===== src/sv/tlvd_pkg.sv =====
// ----------------------------------------------------------------------------
// tlvd_pkg
// Shared types and codes for the TLV stream deframer.
// ----------------------------------------------------------------------------
package tlvd_pkg;

   localparam int unsigned BYTE_W    = 8;
   localparam int unsigned WORD_W    = 32;
   localparam int unsigned HCOUNT_W  = 3;
   localparam int unsigned RSP_DATA_W = 80;

   // header byte positions: 0..3 tag, 4..7 length
   localparam logic [HCOUNT_W-1:0] HDR_FIRST_LEN = 3'd4;
   localparam logic [HCOUNT_W-1:0] HDR_LAST      = 3'd7;
   localparam logic [HCOUNT_W-1:0] HDR_START     = 3'd0;

   localparam logic KIND_HEADER = 1'b0;
   localparam logic KIND_VALUE  = 1'b1;

   localparam logic [1:0] END_NONE      = 2'd0;
   localparam logic [1:0] END_OK        = 2'd1;
   localparam logic [1:0] END_TRUNC_HDR = 2'd2;
   localparam logic [1:0] END_VALUE_RUN = 2'd3;

   typedef struct packed {
      logic                byte_kind;
      logic [WORD_W-1:0]   current_tag;
      logic [WORD_W-1:0]   current_length;
      logic [BYTE_W-1:0]   value_data;
      logic                header_done;
      logic                record_done;
      logic [1:0]          end_status;
   } result_type;

endpackage


===== src/sv/tlv_stream_deframer.sv =====
// ----------------------------------------------------------------------------
// tlv_stream_deframer
// Splits a byte stream into tag/length/value records.
// ----------------------------------------------------------------------------
// Usage:
//   Input channel (req_*): one buffer byte per transaction in req_tdata,
//   req_tlast high on the final byte of the buffer. Each record in the
//   buffer is a 4-byte big-endian tag, a 4-byte big-endian length and that
//   many value bytes.
//   Result channel (rsp_*): exactly one transaction per input byte, in
//   order. rsp_tuser gives the byte kind (header or value), rsp_tlast marks
//   the byte that completes a record (also the last header byte of a
//   zero-length record). rsp_tdata carries tag, length, the byte itself, the
//   header-done flag and the end status, which is nonzero only on the final
//   byte of a buffer (ok, truncated header, value running past the end).
//   The result is registered, shown the cycle after its byte is taken; one
//   byte is taken every cycle, limited only by the single result register.
//   While the receiver stalls with a result pending, req_tready drops and
//   the pending result holds; the block resumes the cycle it is taken.
//   Reset empties the result register and clears all parse state; after the
//   final byte of a buffer the parse state clears the same way, so the next
//   byte starts a new buffer.
// ----------------------------------------------------------------------------
module tlv_stream_deframer (
   input  logic        clock,
   input  logic        reset,
   input  logic        req_tvalid,
   output logic        req_tready,
   input  logic [7:0]  req_tdata,   // [7:0] data_byte
   input  logic        req_tlast,   // last_byte
   output logic        rsp_tvalid,
   input  logic        rsp_tready,
   output logic [79:0] rsp_tdata,   // [31:0] current_tag, [63:32] current_length,
                                    // [71:64] value_data, [72] header_done,
                                    // [74:73] end_status, [79:75] zero
   output logic        rsp_tuser,   // byte_kind
   output logic        rsp_tlast    // record_done
);
   import tlvd_pkg::*;

   result_type parse_result;
   result_type held_result;
   logic       accept;

   // advance parse state only on an accepted byte
   assign accept = req_tvalid && req_tready;

   tlvd_parse u_parse (
      .clock     (clock),
      .reset     (reset),
      .accept    (accept),
      .data_byte (req_tdata),
      .last_byte (req_tlast),
      .result    (parse_result)
   );

   tlvd_out_reg u_out_reg (
      .clock      (clock),
      .reset      (reset),
      .load_valid (req_tvalid),
      .load_ready (req_tready),
      .load_data  (parse_result),
      .out_valid  (rsp_tvalid),
      .out_ready  (rsp_tready),
      .out_data   (held_result)
   );

   // pack result fields, highest field first (tag in the lowest bits)
   assign rsp_tdata = {5'b0,
                       held_result.end_status,
                       held_result.header_done,
                       held_result.value_data,
                       held_result.current_length,
                       held_result.current_tag};
   assign rsp_tuser = held_result.byte_kind;
   assign rsp_tlast = held_result.record_done;

endmodule


===== src/sv/tlvd_parse.sv =====
// ----------------------------------------------------------------------------
// tlvd_parse
// Parser state (header count, tag/length shifters, value countdown) and the
// per-byte result logic.
// ----------------------------------------------------------------------------
module tlvd_parse (
   input  logic                      clock,
   input  logic                      reset,
   input  logic                      accept,
   input  logic [7:0]                data_byte,
   input  logic                      last_byte,
   output tlvd_pkg::result_type      result
);
   import tlvd_pkg::*;

   logic [HCOUNT_W-1:0] hcount_ff, hcount_in;
   logic [WORD_W-1:0]   tag_ff, tag_in;
   logic [WORD_W-1:0]   len_ff, len_in;
   logic [WORD_W-1:0]   left_ff, left_in;
   logic                in_value_ff, in_value_in;

   logic [HCOUNT_W-1:0] hcount_nx;
   logic [WORD_W-1:0]   tag_nx, len_nx, left_nx;
   logic                in_value_nx;

   always_comb begin
      hcount_nx   = hcount_ff;
      tag_nx      = tag_ff;
      len_nx      = len_ff;
      left_nx     = left_ff;
      in_value_nx = in_value_ff;
      result      = '0;
      result.value_data = data_byte;

      if (in_value_ff) begin
         result.byte_kind = KIND_VALUE;
         left_nx = left_ff - WORD_W'(1);
         if (left_ff == WORD_W'(1)) begin
            in_value_nx        = 1'b0;
            result.record_done = 1'b1;
         end
      end else begin
         result.byte_kind = KIND_HEADER;
         if (hcount_ff < HDR_FIRST_LEN) begin
            tag_nx = {tag_ff[WORD_W-BYTE_W-1:0], data_byte};
         end else begin
            len_nx = {len_ff[WORD_W-BYTE_W-1:0], data_byte};
         end
         if (hcount_ff == HDR_LAST) begin
            hcount_nx          = HDR_START;
            result.header_done = 1'b1;
            if (len_nx == '0) begin
               result.record_done = 1'b1;
            end else begin
               in_value_nx = 1'b1;
               left_nx     = len_nx;
            end
         end else begin
            hcount_nx = hcount_ff + HCOUNT_W'(1);
         end
      end

      result.current_tag    = tag_nx;
      result.current_length = len_nx;

      // final byte: report and drop all state
      hcount_in   = hcount_nx;
      tag_in      = tag_nx;
      len_in      = len_nx;
      left_in     = left_nx;
      in_value_in = in_value_nx;
      if (last_byte) begin
         if (in_value_nx) begin
            result.end_status = END_VALUE_RUN;
         end else if (hcount_nx != HDR_START) begin
            result.end_status = END_TRUNC_HDR;
         end else begin
            result.end_status = END_OK;
         end
         hcount_in   = HDR_START;
         tag_in      = '0;
         len_in      = '0;
         left_in     = '0;
         in_value_in = 1'b0;
      end else begin
         result.end_status = END_NONE;
      end
   end

   always_ff @(posedge clock) begin
      if (reset) begin
         hcount_ff   <= HDR_START;
         tag_ff      <= '0;
         len_ff      <= '0;
         left_ff     <= '0;
         in_value_ff <= 1'b0;
      end else if (accept) begin
         hcount_ff   <= hcount_in;
         tag_ff      <= tag_in;
         len_ff      <= len_in;
         left_ff     <= left_in;
         in_value_ff <= in_value_in;
      end
   end

endmodule


===== src/sv/tlvd_out_reg.sv =====
// ----------------------------------------------------------------------------
// tlvd_out_reg
// Result register with valid flag; loads whenever it is empty or drained.
// ----------------------------------------------------------------------------
module tlvd_out_reg (
   input  logic                  clock,
   input  logic                  reset,
   input  logic                  load_valid,
   output logic                  load_ready,
   input  tlvd_pkg::result_type  load_data,
   output logic                  out_valid,
   input  logic                  out_ready,
   output tlvd_pkg::result_type  out_data
);
   import tlvd_pkg::*;

   logic       valid_ff;
   result_type data_ff;

   assign load_ready = !valid_ff || out_ready;
   assign out_valid  = valid_ff;
   assign out_data   = data_ff;

   always_ff @(posedge clock) begin
      if (reset) begin
         valid_ff <= 1'b0;
      end else if (load_ready) begin
         valid_ff <= load_valid;
      end
   end

   always_ff @(posedge clock) begin
      if (load_ready && load_valid) begin
         data_ff <= load_data;
      end
   end

endmodule


===== config.mk =====
export PLATFORM = sky130hd
export DESIGN_NAME = tlv_stream_deframer
export DESIGN_NICKNAME = d
export VERILOG_FILES = /design/src/sv/tlvd_pkg.sv /design/src/sv/tlv_stream_deframer.sv /design/src/sv/tlvd_parse.sv /design/src/sv/tlvd_out_reg.sv
export SDC_FILE = /design/constraint.sdc
export NUM_CORES = 1
export LEC_CHECK = 0
export ABC_AREA = 1
export BUFFER_PORTS_ARGS = -buffer_cell sky130_fd_sc_hd__buf_4
export CAP_MARGIN = 0
export CORE_MARGIN = 1
export CORE_UTILIZATION = 40
export CTS_CLUSTER_DIAMETER = 60
export DETAILED_ROUTE_END_ITERATION = 8
export GPL_ROUTABILITY_DRIVEN = 1
export PLACE_DENSITY = 0.63
export SYNTH_ARGS = -nofsm -noshare
export SYNTH_HDL_FRONTEND = slang
export SYNTH_SLANG_ARGS = --single-unit
export TNS_END_PERCENT = 30

===== constraint.sdc =====
create_clock -name clock -period 3.14 [get_ports clock]
set_input_delay 0.785 -clock clock [delete_from_list [all_inputs] [get_ports clock]]
set_output_delay 0.785 -clock clock [all_outputs]
set_load 0.1 [all_outputs]

---- Yosys cells after proc, flatten, opt, wreduce, memory -nomap -nowiden ----
Cells that the tools add are included.
cells by class
  add/sub/neg operators ................... 2
  $lt $le $gt $ge ......................... 1
  equality and inequality tests ........... 3
  multiplexer cells ....................... 26
  reduce and logical (&&, ||, !) cells .... 7
operators by type and width
  kind                   count
  $mux 32                11
  $eq 32x1->1 const B    1
  $logic_not 32->1       1
  $sub 32x1->32 const B  1
  $mux 1                 9
  $mux 3                 3
  $mux 2                 3
  $reduce_bool 3->1      2
  $add 3x1->3 const B    1
  $eq 3x3->1 const B     1
  $lt 3x3->1 const B     1
  $ne 3x2->1 const B     1
  $reduce_and 3->1       1
  $logic_and 1x1->1      1
  $logic_not 1->1        1
  $logic_or 1x1->1       1
word-level totals
  bits in registers ....................... 178
  input bits .............................. 13
  output and inout port bits .............. 84
  word-level logic and storage cells ...... 52

---- Longest topological paths before layout ----
Gate-level depths: netlist of the first run.
  depth in word-level cells ............... 8
  mapped depth ............................ 15

---- Cells and area by module ----
A second synthesis of the first run with hierarchy kept.
unflattened totals
  cells, all modules ...................... 1167
  area total of the unflattened synthesis .. 8817.2 um^2
by module, submodules not included
  module               times used  cells each  area each (um^2)  sequential area each (um^2)
  tlvd_parse           1           1076        6408.6            2001.9
  tlvd_out_reg         1           83          2359.8            2332.2
  tlv_stream_deframer  1           8           48.8              0.0

---- Worst setup path before layout of the first run ----
Ideal clock, no wire load.
  path kind ............................... register to register
  from .................................... reg u_out_reg.valid_ff (netlist: u_out_reg.out_valid)
  to ...................................... reg u_parse.left_ff[5]
  arrival ................................. 4.081 ns
  setup slack ............................. -1.076 ns
  stages on the path, launching flop included .. 8
  path buffers ............................ 1
  cell sequence ........................... dfxtp_1 -> nand2_1 -> nand2_1 -> inv_1 -> nand3_4 -> buf_12 -> nand2_2 -> a21oi_2
between the ends
  longest elaborated chain between the ends .. 4
ends and longest elaborated chain
  what                        line                       RTL
  start: declaration          tlvd_out_reg.sv:17         logic valid_ff;
  start signal: assignment    tlvd_out_reg.sv:28         valid_ff <= load_valid;
  $logic_not 1->1             tlvd_out_reg.sv:20         assign load_ready = !valid_ff || out_ready;
  $logic_or 1x1->1            tlvd_out_reg.sv:20
  via req_tready              tlv_stream_deframer.sv:28  output logic req_tready,
  $logic_and 1x1->1           tlv_stream_deframer.sv:46  assign accept = req_tvalid && req_tready;
  via accept                  tlv_stream_deframer.sv:43  logic accept;
  $reduce_and 3->1 (no line)  -
  end signal: assignment      tlvd_parse.sv:101          left_ff <= left_in;
  end: declaration            tlvd_parse.sv:19           logic [WORD_W-1:0] left_ff, left_in;
The timed path passes the listed nets, and every way through them passes these cells.
A chain may end at the register's enable or synchronous reset.

---- Final worst setup path of the first run ----
  from .................................... reg u_parse.hcount_ff[2]
  to ...................................... reg u_out_reg.data_ff (netlist bit u_out_reg.out_data[1]), data pin
between the ends
  longest elaborated chain between the ends .. 8
  elaborated cells between the ends (all ways) .. 14
  classes of those cells .................. 1 x add/sub; 1 x order compare; 1 x eq/ne; 9 x mux; 2 x reduce/logical
ends and longest elaborated chain
  what                      line                RTL
  start: declaration        tlvd_parse.sv:16    logic [HCOUNT_W-1:0] hcount_ff, hcount_in;
  start signal: assignment  tlvd_parse.sv:98    hcount_ff <= hcount_in;
  $lt 3x3->1                tlvd_parse.sv:44    if (hcount_ff < HDR_FIRST_LEN) begin
  $mux 32                   tlvd_parse.sv:44
  $mux 32                   tlvd_parse.sv:35    if (in_value_ff) begin
  $logic_not 32->1          tlvd_parse.sv:52    if (len_nx == '0) begin
  $mux 1                    tlvd_parse.sv:52
  $mux 1                    tlvd_parse.sv:49    if (hcount_ff == HDR_LAST) begin
  $mux 1                    tlvd_parse.sv:35
  $mux 2 *                  tlvd_parse.sv:73    if (in_value_nx) begin
  end signal: assignment    tlvd_out_reg.sv:34  data_ff <= load_data;
  end: declaration          tlvd_out_reg.sv:18  result_type data_ff;
Every way passes the cells marked *; elsewhere a longest branch is shown, timed or not. The select of a mux whose other input is x is not followed.

==> results.tsv, run 1 <==
stage	metric	value	unit
outcome	status	finished, final reports clean	
hold_path	Min-Delay Endpoint	u_parse.len_ff[20]$_SDFFE_PP0P_	
synth	Synth Instances	1093	
clock_tree	Post-CTS Hold Fix Bufs	0	
power_and_ir_drop	leakage	0.00416	uW
detailed_routing	DR WL/cell	15.1	um
sta	endpoints failing setup	0	
detailed_routing	First-pass DRT Iterations	5	
synth	ranking of synthesized cells by area	edfxtp_1 (27%), dfxtp_1 (24%), nand2_1 (15%)	
synth	flops & latches, synth	178	
power_and_ir_drop	Max VDD drop	357	uV
setup_path	CP required	3320	ps
final_layout	fraction of layout cells with a size suffix above 1	0.162	
power_and_ir_drop	sequential share of power	0.461	
sta	Final Hold Viols	0	
power_and_ir_drop	Sw Ratio	0.317	
detailed_routing	drt drc	0	
setup_path	Setup crit start kind	register	
sta	Tcrit/Tclk final	0.836	
sta	Fin Hold WS	465	ps
clock_tree	CTS tree	done	
synth	Synth top cells by count	nand2_1 (351), a21oi_1 (111), dfxtp_1 (101)	
clock_tree	CTS Buf Count	17	
final_layout	ant diodes	0	
synth	top-count cell post-synth	nand2_1	
detailed_routing	Routed Antenna Nets	0	
setup_path	reg2reg setup slack	510	ps
synth	Avg Cell Area, Syn	7.81	um2
sta	FMAX	381	MHz
synth	dominant synthesized flop cell	dfxtp_1	
final_layout	layout filler cell count	2086	
synth	Synth area leader	edfxtp_1	
hold_path	hold path start	u_parse.len_ff[20]$_SDFFE_PP0P_	
floorplan	# rows	53	
hold_path	worst hold path type	reg2reg	
setup_path	worst reg-to-reg path cell count	13	
setup_path	critical path arrival	2810	ps
floorplan	Die Wd	148	um
clock_tree	H-tree Lvls	4	
sta	RSZ-0062 raised after global routing	false	
sta	Slew @ Worst Pin	687	ps
clock_tree	Clock Path Buffers	2	
place	RePlAce Congestion	0.849	
global_routing	first-pass GRT wire length	35300	um
setup_path	Setup crit end kind	register	
floorplan	die area	21900	um2
power_and_ir_drop	clock share of power	0.415	
sta	min cycle time layout	2630	ps
power_and_ir_drop	Switch Pwr	1720	uW
synth	Seq/Total Area, Yosys	0.508	
sta	Slew Viols, Final	0	
setup_path	Worst R2R End	u_out_reg.out_data[1]$_SDFFCE_PN0P_	
synth	distinct cell type count after synthesis	37	
detailed_routing	Initial DRC Count	732	
synth	Cell Area, Synth	8540	um2
power_and_ir_drop	P per Cell Area	539	nW/um2
detailed_routing	routed wire length	21900	um
final_layout	area of the multi-input gates	3570	um2
final_layout	register area	4340	um2
power_and_ir_drop	Gate power share	0.124	
sta	final setup skew	10.5	ps
final_layout	area growth from synthesis to layout	17.6	%
setup_path	WS Path Type	reg2reg	
final_layout	nets	1176	
setup_path	Worst Path Max Fanout	42	
global_routing	all-layer global routing usage	0.206	
detailed_routing	Vias/cell	5.07	
power_and_ir_drop	P_int	3690	uW
flow_run	Max Cap Viol	0	
clock_tree	Reg clk slew, reported paths	80	ps
synth	Post-synth EDFFs	77	
floorplan	die height	148	um
global_routing	largest net degree at the start of global routing	70	
clock_tree	Worst-Skew Late Latency	440	ps
synth	Async S/R FF share, synth	0	
hold_path	WHS Path Cells	2	
global_routing	total global routing overflow	0	
clock_tree	setup bufs post-CTS	0	
place	Port Buffers	91	
clock_tree	post-cts repair resize count	0	
sta	Fin Setup TNS	0	ps
clock_tree	clock root buffer	clkbuf_16	
clock_tree	Num Clock Sinks	178	
synth	post-synth top area share	0.271	
floorplan	I/O pins	97	
global_routing	initial antenna violation count	0	
floorplan	area of the core	21000	um2
setup_path	startpoint of the worst register-to-register path	u_parse.hcount_ff[2]$_SDFFE_PP0P_	
global_routing	vias in the first global route	6657	
floorplan	Initial Util	0.408	
sta	Slew HR	0.540	
place	DP Wirelength	15100	um
detailed_routing	vias	7342	
synth	Ys Warns	0	
## final cells by class
type	instances	share of cell area
Tap cell	275	0.0343
Inverter	79	0.0304
Timing Repair Buffer	107	0.0850
Multi-Input combinational cell	776	0.355
Clock inverter	15	0.0208
Sequential cell	178	0.432
Clock buffer	17	0.0424
## cells in the final DEF, fill, tap and decap left out, types with 7 or more instances in the layout
master	netlist	final
edfxtp_1	77	77
xnor2_1	7	7
nand2_1	351	349
a21oi_2	8	8
nor2_1	82	81
buf_4	6	103
nand3_1	67	67
xor2_1	7	7
dfxtp_1	101	100
nand2_2	11	12
inv_1	78	77
o21ai_1	16	16
o21ai_0	63	63
or2_2	20	20
clkbuf_16	0	17
a21oi_1	111	111
## worst max-delay path, cell delays in order (launching register included)
cell and delay [ps]:
dfxtp_1 330, buf_12 170, inv_6 210, nand2_1 120, nand2_1 70, nand2_1 50
nor2_1 130, nand2_1 120, nor2_2 220, nand2_1 100, nand2_1 80, nand2_2 400
nand2_1 230, a21oi_1 80
## worst max-delay path by stage
| stage | start | endpoint | depth (start not counted) |
|---|---|---|---|
| floorplan | rsp_tready | u_parse.left_ff[5]$_SDFFE_PP0P_ | 8 |
| global placement | req_tdata[7] | u_out_reg.out_data[1]$_SDFFCE_PN0P_ | 13 |
| detailed placement | req_tdata[7] | u_out_reg.out_data[1]$_SDFFCE_PN0P_ | 13 |
| CTS | u_parse.hcount_ff[2]$_SDFFE_PP0P_ | u_out_reg.out_data[1]$_SDFFCE_PN0P_ | 13 |
| global route | u_parse.hcount_ff[2]$_SDFFE_PP0P_ | u_out_reg.out_data[0]$_SDFFCE_PN0P_ | 13 |
| finish | u_parse.hcount_ff[2]$_SDFFE_PP0P_ | u_out_reg.out_data[1]$_SDFFCE_PN0P_ | 13 |
## metal layers
metal | global-route usage | routed length [um]
met1 | 0.296 | 10700
met5 | 0 | 0
met3 | 0.0365 | 1040
met4 | 0.0737 | 491
met2 | 0.309 | 9710
## cell families (layout without fill, tap and decap cells)
group | after synthesis | in the layout | share of synthesized area
compound gates | 205 | 205 | 0.126
xor+xnor | 14 | 14 | 0.0144
fa+ha+maj | 4 | 4 | 0.00586
buf+inv | 143 | 218 | 0.0791
flops | 178 | 178 | 0.508
mux | 1 | 1 | 0.00132
other cells | 1 | 5 | 0.000439
simple gates | 547 | 547 | 0.266
## metrics by stage
| stage | power, uW | utilization | std cells | instance area [um2] | setup slack (ps) |
|---|---|---|---|---|---|
| final | 5410 | 0.479 | 1447 | 10000 | 514 |
| after global routing | 5560 | 0.479 | 1447 | 10000 | 404 |
| after CTS | 5450 | 0.479 | 1447 | 10000 | 582 |
| after detailed placement | 3220 | 0.449 | 1415 | 9410 | 494 |
| after global placement | 3220 | 0.449 | 1415 | 9410 | 517 |
| after floorplan | 3080 | - | 1097 | 8570 | 109 |
## registers in the layout, summed over array words and instances, names as in the netlist
register and flops:
u_out_reg.out_data 77, u_parse.left_ff 32, u_parse.hcount_ff 3, u_parse.len_ff 32, u_out_reg.out_valid 1, u_parse.in_value_ff 1, u_parse.tag_ff 32
## power groups by stage
| stage | clock network [uW] | registers, uW | logic (uW) |
|---|---|---|---|
| after CTS | 2280 | 2490 | 676 |
| final | 2240 | 2490 | 673 |
| after detailed placement | 0 | 2550 | 676 |
| after floorplan | 0 | 2930 | 149 |
| after global routing | 2370 | 2500 | 696 |
| after global placement | 0 | 2550 | 676 |
No activity file was read; power rests on OpenSTA's default activity.
==> inputs of run 2 (changes only) <==
==> constraint.sdc (replaced) <==
create_clock -name clock -period 2.25 [get_ports clock]
set_input_delay 0.5625 -clock clock [delete_from_list [all_inputs] [get_ports clock]]
set_output_delay 0.5625 -clock clock [all_outputs]
set_load 0.1 [all_outputs]
==> results.tsv, run 2 (synthesized netlist as in run 1, its figures left out) <==
stage	metric	value	unit
outcome	status	finished, final reports clean	
detailed_routing	drt drc	0	
power_and_ir_drop	leakage	0.00422	uW
final_layout	fraction of layout cells with a size suffix above 1	0.169	
place	Placed Instances	1421	
setup_path	CP max stage delay	330	ps
clock_tree	CTS tree	done	
place	Port Buffers	91	
final_layout	nets	1182	
clock_tree	clock root buffer	clkbuf_16	
sta	RSZ-0062 raised after global routing	false	
setup_path	WS Path Type	reg2reg	
detailed_routing	Routed Antenna Nets	0	
global_routing	all-layer global routing usage	0.200	
power_and_ir_drop	Max VDD drop	437	uV
final_layout	area growth from synthesis to layout	19.4	%
sta	endpoints failing setup	0	
sta	Final Hold Viols	0	
setup_path	slowest CP cell	dfxtp_1	
power_and_ir_drop	P per Cell Area	728	nW/um2
floorplan	die area	21900	um2
detailed_routing	Vias/cell	5.06	
final_layout	final std cells w/o fill	1453	
detailed_routing	vias	7351	
global_routing	first-pass GRT wire length	34300	um
detailed_routing	DR WL/cell	14.9	um
floorplan	Initial Util	0.408	
setup_path	CP dominant cell by count	nand2_1	
setup_path	Setup crit start kind	register	
clock_tree	Worst-Skew Late Latency	440	ps
final_layout	ant diodes	0	
sta	Slew Viols, Final	0	
final_layout	max reg flops	77	
setup_path	CP required	2570	ps
setup_path	Worst Path Max Fanout	42	
detailed_routing	Initial DRC Count	594	
clock_tree	Clock Path Buffers	2	
sta	Tcrit/Tclk final	0.896	
setup_path	critical path arrival	2330	ps
floorplan	I/O pins	97	
global_routing	vias in the first global route	6768	
global_routing	initial antenna violation count	0	
detailed_routing	routed wire length	21600	um
place	RePlAce Congestion	0.854	
global_routing	largest net degree at the start of global routing	69	
floorplan	die height	148	um
clock_tree	Reg clk slew, reported paths	80	ps
detailed_routing	First-pass DRT Iterations	6	
clock_tree	CTS Buf Count	17	
final_layout	most common cell after layout, fill and taps aside	nand2_1	
clock_tree	Post-CTS Hold Fix Bufs	0	
floorplan	# rows	53	
flow_run	Max Cap Viol	0	
final_layout	commonest cells after routing, fill and taps aside	nand2_1 (349), a21oi_1 (111), buf_4 (101), dfxtp_1 (100), nor2_1 (79)	
setup_path	Worst Path Buf+Inv	3	
sta	FMAX	496	MHz
sta	final setup skew	10.3	ps
floorplan	Die Wd	148	um
hold_path	worst hold path type	in2reg	
setup_path	cells along the critical path	buf_12 -> inv_8 -> nand2_1 -> nand2_1 -> nand2_1 -> nor2_1 -> nand2_1 -> nor2_2 -> nand2_1 -> nand2_1 -> nand2_2 -> buf_12 -> nand3_1 -> a21oi_1	
final_layout	Post-Route Utilization	0.486	
clock_tree	H-tree Lvls	4	
place	DP Wirelength	14800	um
global_routing	total global routing overflow	0	
floorplan	area of the core	21000	um2
setup_path	Setup crit end kind	register	
setup_path	crit-path leading delay family	simple AND/OR/NAND/NOR gates	
clock_tree	Num Clock Sinks	178	
sta	min cycle time layout	2020	ps
run 2: changes by cell type in the layout (fill, tap and decap cells not counted), sizes merged:
| cell | before | now |
|---|---|---|
| buf | 107 | 113 |
| inv | 88 | 86 |
| clkinv | 5 | 6 |
| clkinvlp | 1 | 2 |
run 2: repair_timing:
item | in CTS | in global routing
setup buffers | 0 | 0
resized for setup | 0 | 3
endpoints found under the setup margin | 0 | 4
run 2: path summary, 6_finish.rpt:
check / slack, ps / end / depth (start not counted) / start
worst max-delay path: 230 / u_parse.left_ff[18]$_SDFFE_PP0P_ / 14 / u_parse.hcount_ff[2]$_SDFFE_PP0P_
worst min-delay path: 310 / u_out_reg.out_data[11]$_DFFE_PP_ / 1 / req_tdata[7]
worst max register to register: 230 / u_parse.left_ff[18]$_SDFFE_PP0P_ / 14 / u_parse.hcount_ff[2]$_SDFFE_PP0P_
worst min register to register: 470 / u_parse.tag_ff[22]$_SDFFE_PP0P_ / 2 / u_parse.tag_ff[22]$_SDFFE_PP0P_
run 2: per-layer routing:
layer	up-vias	wire (um)	share of wire	GRT usage
met3	42	1090	0.051	0.0396
li1	3692	-	-	-
met1	3404	9370	0.43	0.246
met4	0	623	0.029	0.0897
met2	213	10500	0.49	0.340
met5	-	0	0	0
run 2: worst reg2reg max path: stages (launching register included):
cell and delay, ps:
dfxtp_1 330, buf_12 170, inv_8 180, nand2_1 90, nand2_1 70, nand2_1 50, nor2_1 100, nand2_1 70
nor2_2 190, nand2_1 130, nand2_1 90, nand2_2 70, buf_12 180, nand3_1 100, a21oi_1 70
run 2: area by class of cell:
type / count / area (um2)
multi-input combinational: 776 / 3590
clock inverter: 15 / 181
inverter: 79 / 312
sequential: 178 / 4340
fill: 2068 / 10800
timing repair buffer: 113 / 998
clock buffer: 17 / 425
tap: 275 / 344
run 2: power breakdown:
part | switching (uW) | total [uW] | internal, uW | leakage (uW)
Clock | 1470 | 2990 | 1520 | 0.000296
Sequential | 29.9 | 3480 | 3450 | 0.00159
Combinational | 790 | 955 | 165 | 0.00234
Total | 2290 | 7420 | 5130 | 0.00422
run 2: stage by stage:
step / total power, uW / TNS [ps] / setup slack (ps) / instance area [um2] / hold slack, ps
global placement: 4520 / 0 / 199 / 9580 / 450
detailed placement: 4520 / 0 / 192 / 9580 / 456
global route: 7650 / 0 / 6.21 / 10200 / 295
CTS: 7480 / 0 / 199 / 10200 / 303
floorplan: 4300 / -30310 / -409 / 8600 / 406
finish: 7420 / 0 / 235 / 10200 / 312
==> inputs of run 3 (changes only) <==
==> constraint.sdc (replaced) <==
create_clock -name clock -period 2.25 [get_ports clock]
set_input_delay 0.1125 -clock clock [delete_from_list [all_inputs] [get_ports clock]]
set_output_delay 0.1125 -clock clock [all_outputs]
set_load 0.1 [all_outputs]
==> results.tsv, run 3 (synthesized netlist as in run 1, its figures left out) <==
stage	metric	value	unit
sta	min cycle time layout	2060	ps
detailed_routing	routed wire length	22500	um
global_routing	vias in the first global route	6767	
setup_path	critical path arrival	2370	ps
sta	endpoints failing setup	0	
final_layout	area growth from synthesis to layout	20.0	%
detailed_routing	drt drc	0	
clock_tree	H-tree Lvls	4	
final_layout	commonest cells after routing, fill and taps aside	nand2_1 (349), a21oi_1 (111), buf_4 (105), dfxtp_1 (99), nor2_1 (80)	
sta	Tcrit/Tclk final	0.915	
setup_path	CP required	2560	ps
global_routing	all-layer global routing usage	0.212	
setup_path	Worst Path Max Fanout	35	
clock_tree	setup bufs post-CTS	0	
clock_tree	clock root buffer	clkbuf_16	
final_layout	max reg flops	77	
setup_path	slowest CP cell	dfxtp_2	
place	Port Buffers	91	
power_and_ir_drop	P per Cell Area	731	nW/um2
setup_path	Worst Path Buf+Inv	3	
detailed_routing	DR WL/cell	15.4	um
setup_path	CP dominant cell by count	nand2_1	
global_routing	largest net degree at the start of global routing	62	
place	RePlAce Congestion	0.867	
detailed_routing	Initial DRC Count	660	
final_layout	most common cell after layout, fill and taps aside	nand2_1	
setup_path	WS Path Type	reg2reg	
sta	RSZ-0062 raised after global routing	false	
floorplan	# rows	53	
detailed_routing	First-pass DRT Iterations	6	
final_layout	fraction of layout cells with a size suffix above 1	0.168	
floorplan	I/O pins	97	
floorplan	Die Wd	148	um
floorplan	Initial Util	0.408	
floorplan	die height	148	um
detailed_routing	Routed Antenna Nets	0	
power_and_ir_drop	Max VDD drop	525	uV
place	DP Wirelength	15500	um
clock_tree	Reg clk slew, reported paths	70	ps
global_routing	total global routing overflow	0	
floorplan	die area	21900	um2
sta	Fin Setup TNS	0	ps
detailed_routing	Vias/cell	5.05	
setup_path	cells along the critical path	buf_12 -> inv_6 -> nand2_1 -> nand2_1 -> nand2_1 -> nor2_1 -> nand2_1 -> nor2_2 -> nand2_1 -> nand2_1 -> nand2_2 -> buf_12 -> nand3_1 -> a21oi_2	
clock_tree	Worst-Skew Late Latency	430	ps
sta	Slew @ Worst Pin	557	ps
final_layout	layout filler cell count	2079	
sta	Final Hold Viols	0	
flow_run	Max Cap Viol	0	
global_routing	first-pass GRT wire length	36100	um
power_and_ir_drop	leakage	0.00425	uW
clock_tree	Clock Path Buffers	2	
place	placed cell area	9570	um2
final_layout	ant diodes	0	
setup_path	Setup crit start kind	register	
setup_path	crit-path leading delay family	simple AND/OR/NAND/NOR gates	
final_layout	nets	1192	
sta	final setup skew	9.43	ps
clock_tree	Num Clock Sinks	178	
sta	Slew HR	0.624	
floorplan	area of the core	21000	um2
hold_path	worst hold path type	in2reg	
sta	Slew Viols, Final	0	
global_routing	initial antenna violation count	0	
sta	FMAX	486	MHz
detailed_routing	vias	7385	
final_layout	final instance area	10200	um2
clock_tree	CTS Buf Count	17	
outcome	status	finished, final reports clean	
clock_tree	CTS tree	done	
setup_path	Setup crit end kind	register	
setup_path	CP max stage delay	330	ps
## run 3: cell types whose count changed in the layout (fill, tap and decap cells not counted), sizes merged
cell,change
buf,+2
bufinv,+2
clkbuf,+2
clkinv,-3
dlygate4sd3,+8
inv,-2
## run 3: layout make-up
type                    instances  area, um2  area share
inverters                      79        305      0.0298
repair buffers                123       1070       0.104
well taps                     275        344      0.0336
clock buffers                  19        453      0.0442
clock inverters                12        144      0.0140
multi-input cells             776       3590       0.351
flip-flops and latches        178       4340       0.423
## run 3: path summary, 6_finish.rpt
check | depth (start not counted) | slack [ps] | endpoint | from
min | 4 | 50 | u_out_reg.out_valid$_SDFFE_PP0N_ | rsp_tready
max | 14 | 190 | u_parse.left_ff[3]$_SDFFE_PP0P_ | u_parse.hcount_ff[2]$_SDFFE_PP0P_
min reg2reg | 2 | 470 | u_parse.tag_ff[22]$_SDFFE_PP0P_ | u_parse.tag_ff[22]$_SDFFE_PP0P_
max reg2reg | 14 | 190 | u_parse.left_ff[3]$_SDFFE_PP0P_ | u_parse.hcount_ff[2]$_SDFFE_PP0P_
## run 3: repair_timing
| item | in CTS | in global routing |
|---|---|---|
| endpoints found under the setup margin | 0 | 5 |
| resized for setup | 0 | 2 |
| endpoints found under the hold margin | 8 | 0 |
| hold buffers | 8 | 0 |
## run 3: worst min-delay path, cell delays in order
cell     delay, ps
buf_4           80
inv_1           80
nand2_8        100
a21oi_1         60
## run 3: power by group
| group | internal (uW) | switching, uW | total, uW |
|---|---|---|---|
| logic | 165 | 798 | 963 |
| clock network | 1720 | 1330 | 3050 |
| registers | 3450 | 30.7 | 3480 |
| total | 5340 | 2160 | 7490 |
## run 3: per-layer routing
layer | wire (um) | global-route usage | vias up
met1 | 11100 | 0.322 | 3466
met3 | 1200 | 0.0340 | 17
met5 | 0 | 0 | -
li1 | - | - | 3716
met2 | 9970 | 0.309 | 186
met4 | 239 | 0.0546 | 0
## run 3: metrics by stage
stage	utilization	worst slack (ps)	power, uW	hold WS (ps)	instances
floorplan	-	-372	4300	211	1097
global placement	0.456	228	4510	303	1423
detailed placement	0.456	212	4510	304	1423
CTS	0.489	186	7550	38.5	1462
global route	0.489	32.9	7720	37.3	1462
finish	0.489	191	7490	50.0	1462
